File: src/hdl/rrss_pkg.sv
package rrss_pkg;

   // Default configuration of the thread ring.
   localparam int RING_SIZE_DEFAULT  = 4;
   localparam int IDLE_INDEX_DEFAULT = 3;

   // Fixed field widths of the request and response channels.
   localparam int REQ_TYPE_WIDTH  = 3;
   localparam int SLEEP_WIDTH     = 32;
   localparam int THREAD_ID_WIDTH = 2;
   localparam int MASK_WIDTH      = 4;

   typedef logic [REQ_TYPE_WIDTH-1:0] req_code_type;

   // Request codes.
   localparam req_code_type REQ_TICK     = 3'd0;
   localparam req_code_type REQ_SCHEDULE = 3'd1;
   localparam req_code_type REQ_SLEEP    = 3'd2;
   localparam req_code_type REQ_BLOCK    = 3'd3;
   localparam req_code_type REQ_UNBLOCK  = 3'd4;

   typedef logic [1:0] thread_state_type;

   // Thread states.
   localparam thread_state_type ST_READY    = 2'd0;
   localparam thread_state_type ST_BLOCKED  = 2'd1;
   localparam thread_state_type ST_SLEEPING = 2'd2;

   // Commands from the controller to the datapath.
   typedef struct packed {
      logic accept;
      logic tick_step;
      logic scan_step;
      logic load_rsp;
   } cmd_type;

   // Status from the datapath to the controller.
   typedef struct packed {
      logic walk_last;
      logic scan_done;
   } status_type;

endpackage

File: src/hdl/rrss_datapath.sv
module rrss_datapath #(
   parameter int RING_SIZE  = rrss_pkg::RING_SIZE_DEFAULT,
   parameter int IDLE_INDEX = rrss_pkg::IDLE_INDEX_DEFAULT
) (
   input  logic                                 clock,
   input  logic                                 reset,
   input  rrss_pkg::req_code_type               req_type,
   input  logic [rrss_pkg::SLEEP_WIDTH-1:0]     req_sleep_ms,
   input  logic [rrss_pkg::THREAD_ID_WIDTH-1:0] req_thread_id,
   input  rrss_pkg::cmd_type                    cmd,
   output rrss_pkg::status_type                 sts,
   output logic [rrss_pkg::THREAD_ID_WIDTH-1:0] rsp_current_thread,
   output logic                                 rsp_switch_request,
   output logic [rrss_pkg::MASK_WIDTH-1:0]      rsp_ready_mask
);

   localparam int IW        = $clog2(RING_SIZE);
   localparam int IDLE_SLOT = (IDLE_INDEX < RING_SIZE) ? IDLE_INDEX : RING_SIZE - 1;

   // Per-thread state and the running thread.
   rrss_pkg::thread_state_type         status_ff  [RING_SIZE];
   rrss_pkg::thread_state_type         status_in  [RING_SIZE];
   logic [rrss_pkg::SLEEP_WIDTH-1:0]   counter_ff [RING_SIZE];
   logic [rrss_pkg::SLEEP_WIDTH-1:0]   counter_in [RING_SIZE];
   logic [IW-1:0]                      running_ff;
   logic [IW-1:0]                      running_in;

   // Walk step counter and ring position for the tick and schedule walks.
   logic [IW-1:0]                      walk_ff;
   logic [IW-1:0]                      walk_in;
   logic [IW-1:0]                      pos_ff;
   logic [IW-1:0]                      pos_in;
   logic                               switch_ff;

   // Response payload registers.
   logic [rrss_pkg::THREAD_ID_WIDTH-1:0] current_ff;
   logic                                 sw_rsp_ff;
   logic [rrss_pkg::MASK_WIDTH-1:0]      mask_ff;

   logic [IW-1:0]                      pos_next;
   logic [IW-1:0]                      sel_idx;
   rrss_pkg::thread_state_type         sel_state;
   logic [rrss_pkg::SLEEP_WIDTH-1:0]   sel_count;
   logic [IW-1:0]                      tid_idx;
   logic                               tid_in_ring;
   logic [rrss_pkg::MASK_WIDTH-1:0]    ready_mask;

   // Next ring position and the thread state read port shared by the tick and schedule walks.
   assign pos_next  = (pos_ff == IW'(RING_SIZE - 1)) ? '0 : pos_ff + IW'(1);
   assign sel_idx   = cmd.scan_step ? pos_next : walk_ff;
   assign sel_state = status_ff[sel_idx];
   assign sel_count = counter_ff[walk_ff];

   assign tid_idx     = IW'(req_thread_id);
   assign tid_in_ring = (int'(req_thread_id) < RING_SIZE);

   assign sts.walk_last = (walk_ff == IW'(RING_SIZE - 1));
   assign sts.scan_done = (sel_state == rrss_pkg::ST_READY) || sts.walk_last;

   // Ready bits of the first threads of the ring.
   for (genvar g = 0; g < rrss_pkg::MASK_WIDTH; g++) begin : g_mask
      if (g < RING_SIZE) begin : g_live
         assign ready_mask[g] = (status_ff[g] == rrss_pkg::ST_READY);
      end else begin : g_none
         assign ready_mask[g] = 1'b0;
      end
   end

   // Next-state logic for thread state, counters and walk registers.
   always_comb begin
      status_in  = status_ff;
      counter_in = counter_ff;
      running_in = running_ff;
      walk_in    = walk_ff;
      pos_in     = pos_ff;
      if (cmd.accept) begin
         walk_in = '0;
         pos_in  = running_ff;
         case (req_type)
            rrss_pkg::REQ_SLEEP: begin
               counter_in[running_ff] = req_sleep_ms;
               status_in[running_ff]  = rrss_pkg::ST_SLEEPING;
            end
            rrss_pkg::REQ_BLOCK: begin
               status_in[running_ff] = rrss_pkg::ST_BLOCKED;
            end
            rrss_pkg::REQ_UNBLOCK: begin
               if (tid_in_ring) begin
                  status_in[tid_idx] = rrss_pkg::ST_READY;
               end
            end
            default: begin
            end
         endcase
      end
      if (cmd.tick_step) begin
         walk_in = walk_ff + IW'(1);
         if (sel_count != '0) begin
            counter_in[walk_ff] = sel_count - rrss_pkg::SLEEP_WIDTH'(1);
            if (sel_count == rrss_pkg::SLEEP_WIDTH'(1) &&
                sel_state == rrss_pkg::ST_SLEEPING) begin
               status_in[walk_ff] = rrss_pkg::ST_READY;
            end
         end
      end
      if (cmd.scan_step) begin
         walk_in = walk_ff + IW'(1);
         pos_in  = pos_next;
         if (sel_state == rrss_pkg::ST_READY) begin
            running_in = pos_next;
         end else if (sts.walk_last) begin
            running_in = IW'(IDLE_SLOT);
         end
      end
   end

   // Thread state registers, cleared by reset.
   always_ff @(posedge clock) begin
      if (reset) begin
         for (int i = 0; i < RING_SIZE; i++) begin
            status_ff[i]  <= rrss_pkg::ST_READY;
            counter_ff[i] <= '0;
         end
         running_ff <= '0;
      end else begin
         status_ff  <= status_in;
         counter_ff <= counter_in;
         running_ff <= running_in;
      end
   end

   // Walk registers and payload registers, no reset needed.
   always_ff @(posedge clock) begin
      walk_ff <= walk_in;
      pos_ff  <= pos_in;
      if (cmd.accept) begin
         switch_ff <= (req_type == rrss_pkg::REQ_TICK) ||
                      (req_type == rrss_pkg::REQ_SLEEP) ||
                      (req_type == rrss_pkg::REQ_BLOCK);
      end
      if (cmd.load_rsp) begin
         current_ff <= rrss_pkg::THREAD_ID_WIDTH'(running_ff);
         sw_rsp_ff  <= switch_ff;
         mask_ff    <= ready_mask;
      end
   end

   assign rsp_current_thread = current_ff;
   assign rsp_switch_request = sw_rsp_ff;
   assign rsp_ready_mask     = mask_ff;

endmodule

File: src/hdl/rrss_controller.sv
module rrss_controller (
   input  logic                   clock,
   input  logic                   reset,
   input  logic                   req_valid,
   output logic                   req_stall,
   input  rrss_pkg::req_code_type req_type,
   output logic                   rsp_valid,
   input  logic                   rsp_stall,
   input  rrss_pkg::status_type   sts,
   output rrss_pkg::cmd_type      cmd
);

   typedef enum logic [1:0] {
      S_IDLE,
      S_TICK,
      S_SCAN,
      S_RESULT
   } state_type;

   state_type state_ff;
   state_type state_in;
   logic      rsp_valid_ff;
   logic      rsp_valid_in;
   logic      out_free;

   assign req_stall = (state_ff != S_IDLE);
   assign out_free  = !rsp_valid_ff || !rsp_stall;

   // Command decode and next state.
   always_comb begin
      state_in      = state_ff;
      rsp_valid_in  = rsp_valid_ff && rsp_stall;
      cmd.accept    = 1'b0;
      cmd.tick_step = 1'b0;
      cmd.scan_step = 1'b0;
      cmd.load_rsp  = 1'b0;
      unique case (state_ff)
         S_IDLE: begin
            if (req_valid) begin
               cmd.accept = 1'b1;
               if (req_type == rrss_pkg::REQ_TICK) begin
                  state_in = S_TICK;
               end else if (req_type == rrss_pkg::REQ_SCHEDULE) begin
                  state_in = S_SCAN;
               end else begin
                  state_in = S_RESULT;
               end
            end
         end
         S_TICK: begin
            cmd.tick_step = 1'b1;
            if (sts.walk_last) begin
               state_in = S_RESULT;
            end
         end
         S_SCAN: begin
            cmd.scan_step = 1'b1;
            if (sts.scan_done) begin
               state_in = S_RESULT;
            end
         end
         S_RESULT: begin
            if (out_free) begin
               cmd.load_rsp = 1'b1;
               rsp_valid_in = 1'b1;
               state_in     = S_IDLE;
            end
         end
         default: begin
            state_in = S_IDLE;
         end
      endcase
   end

   // State and response valid register.
   always_ff @(posedge clock) begin
      if (reset) begin
         state_ff     <= S_IDLE;
         rsp_valid_ff <= 1'b0;
      end else begin
         state_ff     <= state_in;
         rsp_valid_ff <= rsp_valid_in;
      end
   end

   assign rsp_valid = rsp_valid_ff;

endmodule

File: src/hdl/round_robin_sleep_scheduler.sv
// Sleep, block, unblock and unknown requests go straight from acceptance to the
// response stage; tick walks the whole ring, and schedule walks it until a ready
// thread is found or the ring ends, one thread per cycle. The response is loaded
// once the output register is free.
// Requests are handled one at a time; the next is accepted while a response waits.
// Reset (synchronous) marks all threads ready, clears sleep counters and runs thread 0.
module round_robin_sleep_scheduler #(
   parameter int RING_SIZE  = rrss_pkg::RING_SIZE_DEFAULT,
   parameter int IDLE_INDEX = rrss_pkg::IDLE_INDEX_DEFAULT
) (
   input  logic                                 clock,
   input  logic                                 reset,
   input  logic                                 req_valid,
   output logic                                 req_stall,
   input  logic [rrss_pkg::REQ_TYPE_WIDTH-1:0]  req_type,
   input  logic [rrss_pkg::SLEEP_WIDTH-1:0]     req_sleep_ms,
   input  logic [rrss_pkg::THREAD_ID_WIDTH-1:0] req_thread_id,
   output logic                                 rsp_valid,
   input  logic                                 rsp_stall,
   output logic [rrss_pkg::THREAD_ID_WIDTH-1:0] rsp_current_thread,
   output logic                                 rsp_switch_request,
   output logic [rrss_pkg::MASK_WIDTH-1:0]      rsp_ready_mask
);

   rrss_pkg::cmd_type    cmd;
   rrss_pkg::status_type sts;

   // Sequencing of each transaction.
   rrss_controller u_controller (
      .clock     (clock),
      .reset     (reset),
      .req_valid (req_valid),
      .req_stall (req_stall),
      .req_type  (req_type),
      .rsp_valid (rsp_valid),
      .rsp_stall (rsp_stall),
      .sts       (sts),
      .cmd       (cmd)
   );

   // Thread state, sleep counters and response registers.
   rrss_datapath #(
      .RING_SIZE  (RING_SIZE),
      .IDLE_INDEX (IDLE_INDEX)
   ) u_datapath (
      .clock              (clock),
      .reset              (reset),
      .req_type           (req_type),
      .req_sleep_ms       (req_sleep_ms),
      .req_thread_id      (req_thread_id),
      .cmd                (cmd),
      .sts                (sts),
      .rsp_current_thread (rsp_current_thread),
      .rsp_switch_request (rsp_switch_request),
      .rsp_ready_mask     (rsp_ready_mask)
   );

   // At most one controller command is active in any cycle.
   a_cmd_exclusive : assert property (@(posedge clock) disable iff (reset)
      $onehot0({cmd.accept, cmd.tick_step, cmd.scan_step, cmd.load_rsp}))
      else $error("controller issued overlapping commands");

   // A new response only appears after the response registers were loaded.
   a_rsp_after_load : assert property (@(posedge clock) disable iff (reset)
      $rose(rsp_valid) |-> $past(cmd.load_rsp))
      else $error("response valid rose without a load");

   // Requests without a ring walk go straight to the response stage.
   a_short_path : assert property (@(posedge clock) disable iff (reset)
      (cmd.accept && (req_type == rrss_pkg::REQ_SLEEP || req_type == rrss_pkg::REQ_BLOCK ||
                      req_type == rrss_pkg::REQ_UNBLOCK))
      |=> (!cmd.tick_step && !cmd.scan_step && req_stall))
      else $error("single-cycle request started a ring walk");

endmodule

File: config.mk
export PLATFORM = sky130hd
export DESIGN_NAME = round_robin_sleep_scheduler
export DESIGN_NICKNAME = d
export VERILOG_FILES = /design/src/hdl/rrss_pkg.sv /design/src/hdl/rrss_datapath.sv /design/src/hdl/rrss_controller.sv /design/src/hdl/round_robin_sleep_scheduler.sv
export SDC_FILE = /design/constraint.sdc
export NUM_CORES = 1
export LEC_CHECK = 0
export ABC_AREA = 1
export BUFFER_PORTS_ARGS = -buffer_cell sky130_fd_sc_hd__buf_2
export CORE_MARGIN = 2
export CORE_UTILIZATION = 60
export DETAILED_ROUTE_END_ITERATION = 16
export PLACE_DENSITY_LB_ADDON = 0.05
export SLEW_MARGIN = 10
export SYNTH_ARGS = -nofsm -noshare
export SYNTH_HDL_FRONTEND = slang
export SYNTH_SLANG_ARGS = --single-unit
File: constraint.sdc
create_clock -name clock -period 5.2 [get_ports clock]
set_input_delay 0.52 -clock clock [delete_from_list [all_inputs] [get_ports clock]]
set_output_delay 0.52 -clock clock [all_outputs]
set_load 0.01 [all_outputs]
**After elaboration in Yosys (flattened, before gate mapping)**

Index checks and enable logic that the tools add are counted.

- Mux-type cells: 50
- $add $sub $neg: 3
- Reductions and logical operators: 25
- Eq/ne operators: 15
- Order comparisons: 7
- Bitwise operators: 14

Operators by type and width:

| kind | number |
|---|---|
| $mux W128 | 4 |
| $bwmux W128 | 2 |
| $demux W32 S2 | 2 |
| $mux W32 | 4 |
| $bmux W32 S2 | 1 |
| $mux W2 | 18 |
| $eq A32 B1 Y1 const B | 1 |
| $mux W8 | 4 |
| $reduce_bool A32 Y1 | 1 |
| $sub A32 B1 Y32 const B | 1 |
| $pmux W8 S3 | 1 |
| $and A8 B8 Y8 | 2 |
| $not A8 Y8 | 2 |
| $demux W2 S2 | 3 |
| $ge A3 B3 Y1 const B | 4 |
| $logic_not A2 Y1 | 6 |
| $not A2 Y3 | 4 |
| $eq A2 B2 Y1 const B | 5 |
| $lt A3 B1 Y1 const B | 3 |
| $mux W1 | 9 |
| $and A4 B4 Y4 | 2 |
| $not A4 Y4 | 2 |
| $or A4 B4 Y4 | 2 |
| $pmux W2 S4 | 1 |
| 16 further kinds | 30 |

- Input port bits: 41
- Output and inout bits: 9
- Register bits after elaboration: 153

**Logic depth before layout (Yosys ltp)**

- Word-level depth: 13
- Mapped depth: 18
- Mapped depth without buffers: 14

**Cells and area by module**

A second synthesis with hierarchy kept.

- Cell total of the unflattened synthesis: 1563
- Area, all modules: 9570.4 µm²

By module, submodules not included:

| module | cells an instance | area an instance (µm²) | sequential area each (µm²) | times used |
|---|---|---|---|---|
| rrss_datapath | 1519 | 9306.4 | 3123.0 | 1 |
| rrss_controller | 44 | 264.0 | 60.1 | 1 |

**Worst setup path before layout**

OpenSTA, ideal clock, no wires.

- Path type: register to register
- Start: reg u_datapath.walk_ff[1]
- End: reg u_datapath.counter_ff[114] (netlist bit)
- Library setup time: 0.113 ns
- Cell stages (with the launch flop): 16
- Period minus slack after synthesis: 2.228 ns
- Data required time: 5.087 ns
- Path slack: 2.972 ns
- Buffers on the path: 2
- Arrival: 2.115 ns
- Cells stage by stage: edfxtp_1 > buf_2 > inv_2 > buf_2 > nand3_1 > nand2_2 > ha_1 > inv_1 > nor2_2 > nand2_1 > nor2_2 > nand2_1 > nand2_1 > nand2_1 > nor2_1 > nor2_1

- Cells in the longest elaborated chain, start to end: 8

Ends and longest elaborated chain:

| element | RTL line | source |
|---|---|---|
| from (decl) | rrss_datapath.sv:29 | `logic [IW-1:0] walk_ff;` |
| from (signal assigned) | rrss_datapath.sv:134 | `walk_ff <= walk_in;` |
| $not A2 Y3 (not written as such) * | rrss_datapath.sv:52, rrss_datapath.sv:99 |  |
| $bmux W32 S2 (tied with other cells) | rrss_datapath.sv:52 | `assign sel_count = counter_ff[walk_ff];` |
| $mux W32 (not written as such) / $logic_and A1 B1 Y1 (equally long branches) | rrss_datapath.sv:52, rrss_datapath.sv:99 |  |
| $mux W32, on equally long branches | rrss_datapath.sv:52, rrss_datapath.sv:99 |  |
| $sub A32 B1 Y32 / $demux W32 S2 (equally long branches) | rrss_datapath.sv:99 | `counter_in[walk_ff] = sel_count - rrss_pkg::SLEEP_WIDTH'(1);` |
| $bwmux W128 | rrss_datapath.sv:99 |  |
| $mux W128 * | rrss_datapath.sv:98 | `if (sel_count != '0) begin` |
| $mux W128 * | rrss_datapath.sv:96 | `if (cmd.tick_step) begin` |
| to (signal assigned) | rrss_datapath.sv:127 | `counter_ff <= counter_in;` |
| to (decl) | rrss_datapath.sv:23 | `logic [rrss_pkg::SLEEP_WIDTH-1:0] counter_ff [RING_SIZE];` |

Mark *: on every way between the ends. The rest lies on a longest branch, timed or not. The select of a mux whose other input is x is not followed.
A chain may end at the register's enable or synchronous reset.

**Worst setup path after layout**

- Start: reg u_datapath.walk_ff[1]
- End: reg u_datapath.counter_ff[90] (netlist bit)

The elaborated chain is that of the path after synthesis.

==> qor.csv <==
stage,metric,value,unit
timing,worstMarginPinSlew,1210,ps
cts,cts_resized,0,
cts,insertion_delay,440,ps
synthesis,synth_top_flop_cell,dfxtp_1,
layout,diodes,0,
pwr,fin_total_pwr,5690,uW
detailed_routing,drt_iter0_drc,784,
setup_path,end_kind,flop,
setup_path,startpoint_type,flop,
detailed_routing,first_pass_iters,5,
cts,cts_hold_buffers,0,
grt,grt_pass1_wl,45100,um
place,dp_hpwl,17000,um
setup_path,slowest_stage,inv_2,
setup_path,crit_path_max_incr_delay,610,ps
timing,slew_headroom,18.8,%
layout,register_area,3180,um^2
cts,clock-sinks,153,
place,routabilityCongestion,0.915,
timing,min_period_over_period,72.7,%
floorplanning,start_util,60.8,%
setup_path,cp_max_fo,35,
layout,nFillCells,1583,
timing,setup_tns,0,ps
hold_path,hold_class,in2reg,
timing,fin_crit,3780,ps
place,portBuffers,49,
setup_path,cp_common_cell,nand2_1,
layout,syn_to_final_growth,6.55,%
setup_path,rr_worst_depth,14,
synthesis,syn_area,9970,um^2
floorplanning,row_count,47,
synthesis,ys_ff_latch,153,
job,cap_violations,0,
detailed_routing,via_per_inst,5.21,
synthesis,ys_seq_area_share,31.9,%
synthesis,synth.distinct_cells,35,
floorplanning,die-area,17700,um^2
timing,fmax,265,MHz
status,status,"finished, final reports clean",
floorplanning,design.core.area,16400,um^2
synthesis,syn_nets,1757,
grt,grt_max_degree,91,
synthesis,synthCells,1703,
hold_path,min_path_cells,2,
pwr,ir_drop,0.300,mV
timing,skew,8.11,ps
pwr,power_leakage,0.00548,uW
cts,cts_inserted_buffers,17,
timing,slew_viol_final,0,
grt,grt_pass1_vias,9169,
grt,overflow,0,
grt,antenna_found_initial,0,
detailed_routing,vias,10044,
floorplanning,io-pin-count,50,
timing,rsz0062_at_grt,false,
floorplanning,die_h,133,um
floorplanning,die_w,133,um
detailed_routing,drt_wl_total,26800,um
timing,finalSetupViolCount,0,
setup_path,required,5530,ps
timing,hold_viol,0,
synthesis,ys_warn_count,0,
detailed_routing,drc,0,
synthesis,syn_avg_cell_area,5.85,um^2
setup_path,critical_path_class,reg2reg,
layout,multiInputGateArea,5610,um^2
cts,cts-root-buf,clkbuf_16,
detailed_routing,drt-wirelength-per-cell,13.9,um
setup_path,worstPathArrival,4110,ps
cts,h-tree-depth,4,
timing,whs,308,ps
setup_path,path_cells,buf_4 > inv_2 > nand3_1 > nand2_1 > nand2_1 > nor2_2 > nand2_1 > nor2_1 > nand2_2 > nand3_2 > buf_4 > nand2_1 > nand2_1 > nor2_1,
synthesis,async_flop_share,0,%
pwr,power.density,536,nW/um^2
layout,final_layout_size_suffix_gt1_share,6.68,%
detailed_routing,detail-route-antenna-nets,0,
layout,num-nets-final,1747,
cts,path_clk_slew,60,ps
cts,post-cts-setup-buffer-count,0,
grt,gr-usage-all-layers,31.3,%
cts,cts_tree,yes,
cts,clock_path_buffers,2,
synthesis,synth-edff-count,12,
## worst paths after layout
path | endpoint | slack (ps) | from
worst max register to register | u_datapath.counter_ff[90] | 1420 | u_datapath.walk_ff[1]
worst max-delay path | u_datapath.counter_ff[90] | 1420 | u_datapath.walk_ff[1]
worst min register to register | u_datapath.rsp_switch_request | 430 | u_datapath.switch_ff
worst min-delay path | u_controller.rsp_valid | 310 | reset
## synth_stat cells, drive strengths merged (2+ instances only)
cell,number,share of area [%]
nand2,643,24
nor2,336,13
inv,173,6.5
dfxtp,141,28
nand3,113,5.9
o21ai,99,5.0
buf,65,4.5
clkbuf,24,0.90
mux2i,24,2.4
a21oi,22,1.1
ha,13,1.6
edfxtp,12,3.6
xnor2,8,0.70
xor2,7,0.62
o211ai,5,0.38
o221ai,3,0.26
o31ai,3,0.23
o21a,2,0.15
o21bai,2,0.15
## power breakdown
group	total [uW]	leakage (uW)	internal [uW]	switching, uW
logic	2890	0.00395	839	2050
clock network	1230	0.000274	713	520
registers	1570	0.00126	1440	129
## worst max-delay path: cells and delay by family, from the launching register on
family        cells  cell delay [ps]
buf+inv           3             1400
flops             1              350
simple gates     11             1890
## per-layer routing
layer / global-route usage (%) / wire (um) / up-vias
li1: - / - / 5186
met1: 42.1 / 12200 / 4466
met2: 52.8 / 12400 / 354
met3: 4.41 / 1760 / 38
met4: 8.42 / 425 / 0
met5: 0 / 0 / -
## flip-flops by register name, indices dropped and copies added, names as in the netlist
name / cells
u_datapath.rsp_current_thread: 2
u_controller.state_ff: 2
u_datapath.running_ff: 2
u_datapath.rsp_ready_mask: 4
u_datapath.rsp_switch_request: 1
u_datapath.status_ff: 8
u_controller.rsp_valid: 1
u_datapath.switch_ff: 1
u_datapath.walk_ff: 2
u_datapath.counter_ff: 128
u_datapath.pos_ff: 2
## logic make-up after synthesis
family | count (synthesis) | synth area share, %
flops | 153 | 31.9
compound gates | 141 | 7.62
fa+ha+maj | 13 | 1.63
mux | 24 | 2.41
xor+xnor | 15 | 1.32
simple gates | 1095 | 43.2
buf+inv | 262 | 11.9
## cell usage in the layout (no fill, tap or decap), types with 17 or more instances in the layout
cell type,n
nand2_1,637
nor2_1,328
inv_1,170
dfxtp_1,141
nand3_1,108
o21ai_0,98
buf_2,49
mux2i_1,24
a21oi_1,22
clkbuf_16,17
## area by class of cell
type,instances,area share [%]
multi-input combinational,1288,52.8
sequential,153,30.0
inverter,173,6.14
clock buffer,19,4.17
timing repair buffer,60,3.09
tap,220,2.59
clock inverter,13,1.21
## metrics by stage
stage               utilization (%)  setup WS [ps]  instances  area [um^2]
finish                         64.7           1420       1926        10600
global route                   64.7           1130       1926        10600
CTS                            64.7           1470       1926        10600
detailed placement             61.3           1550       1894        10000
global placement               61.3           1620       1894        10000
floorplan                         -           2970       1703         9970
(Power assumes the default switching activity.)
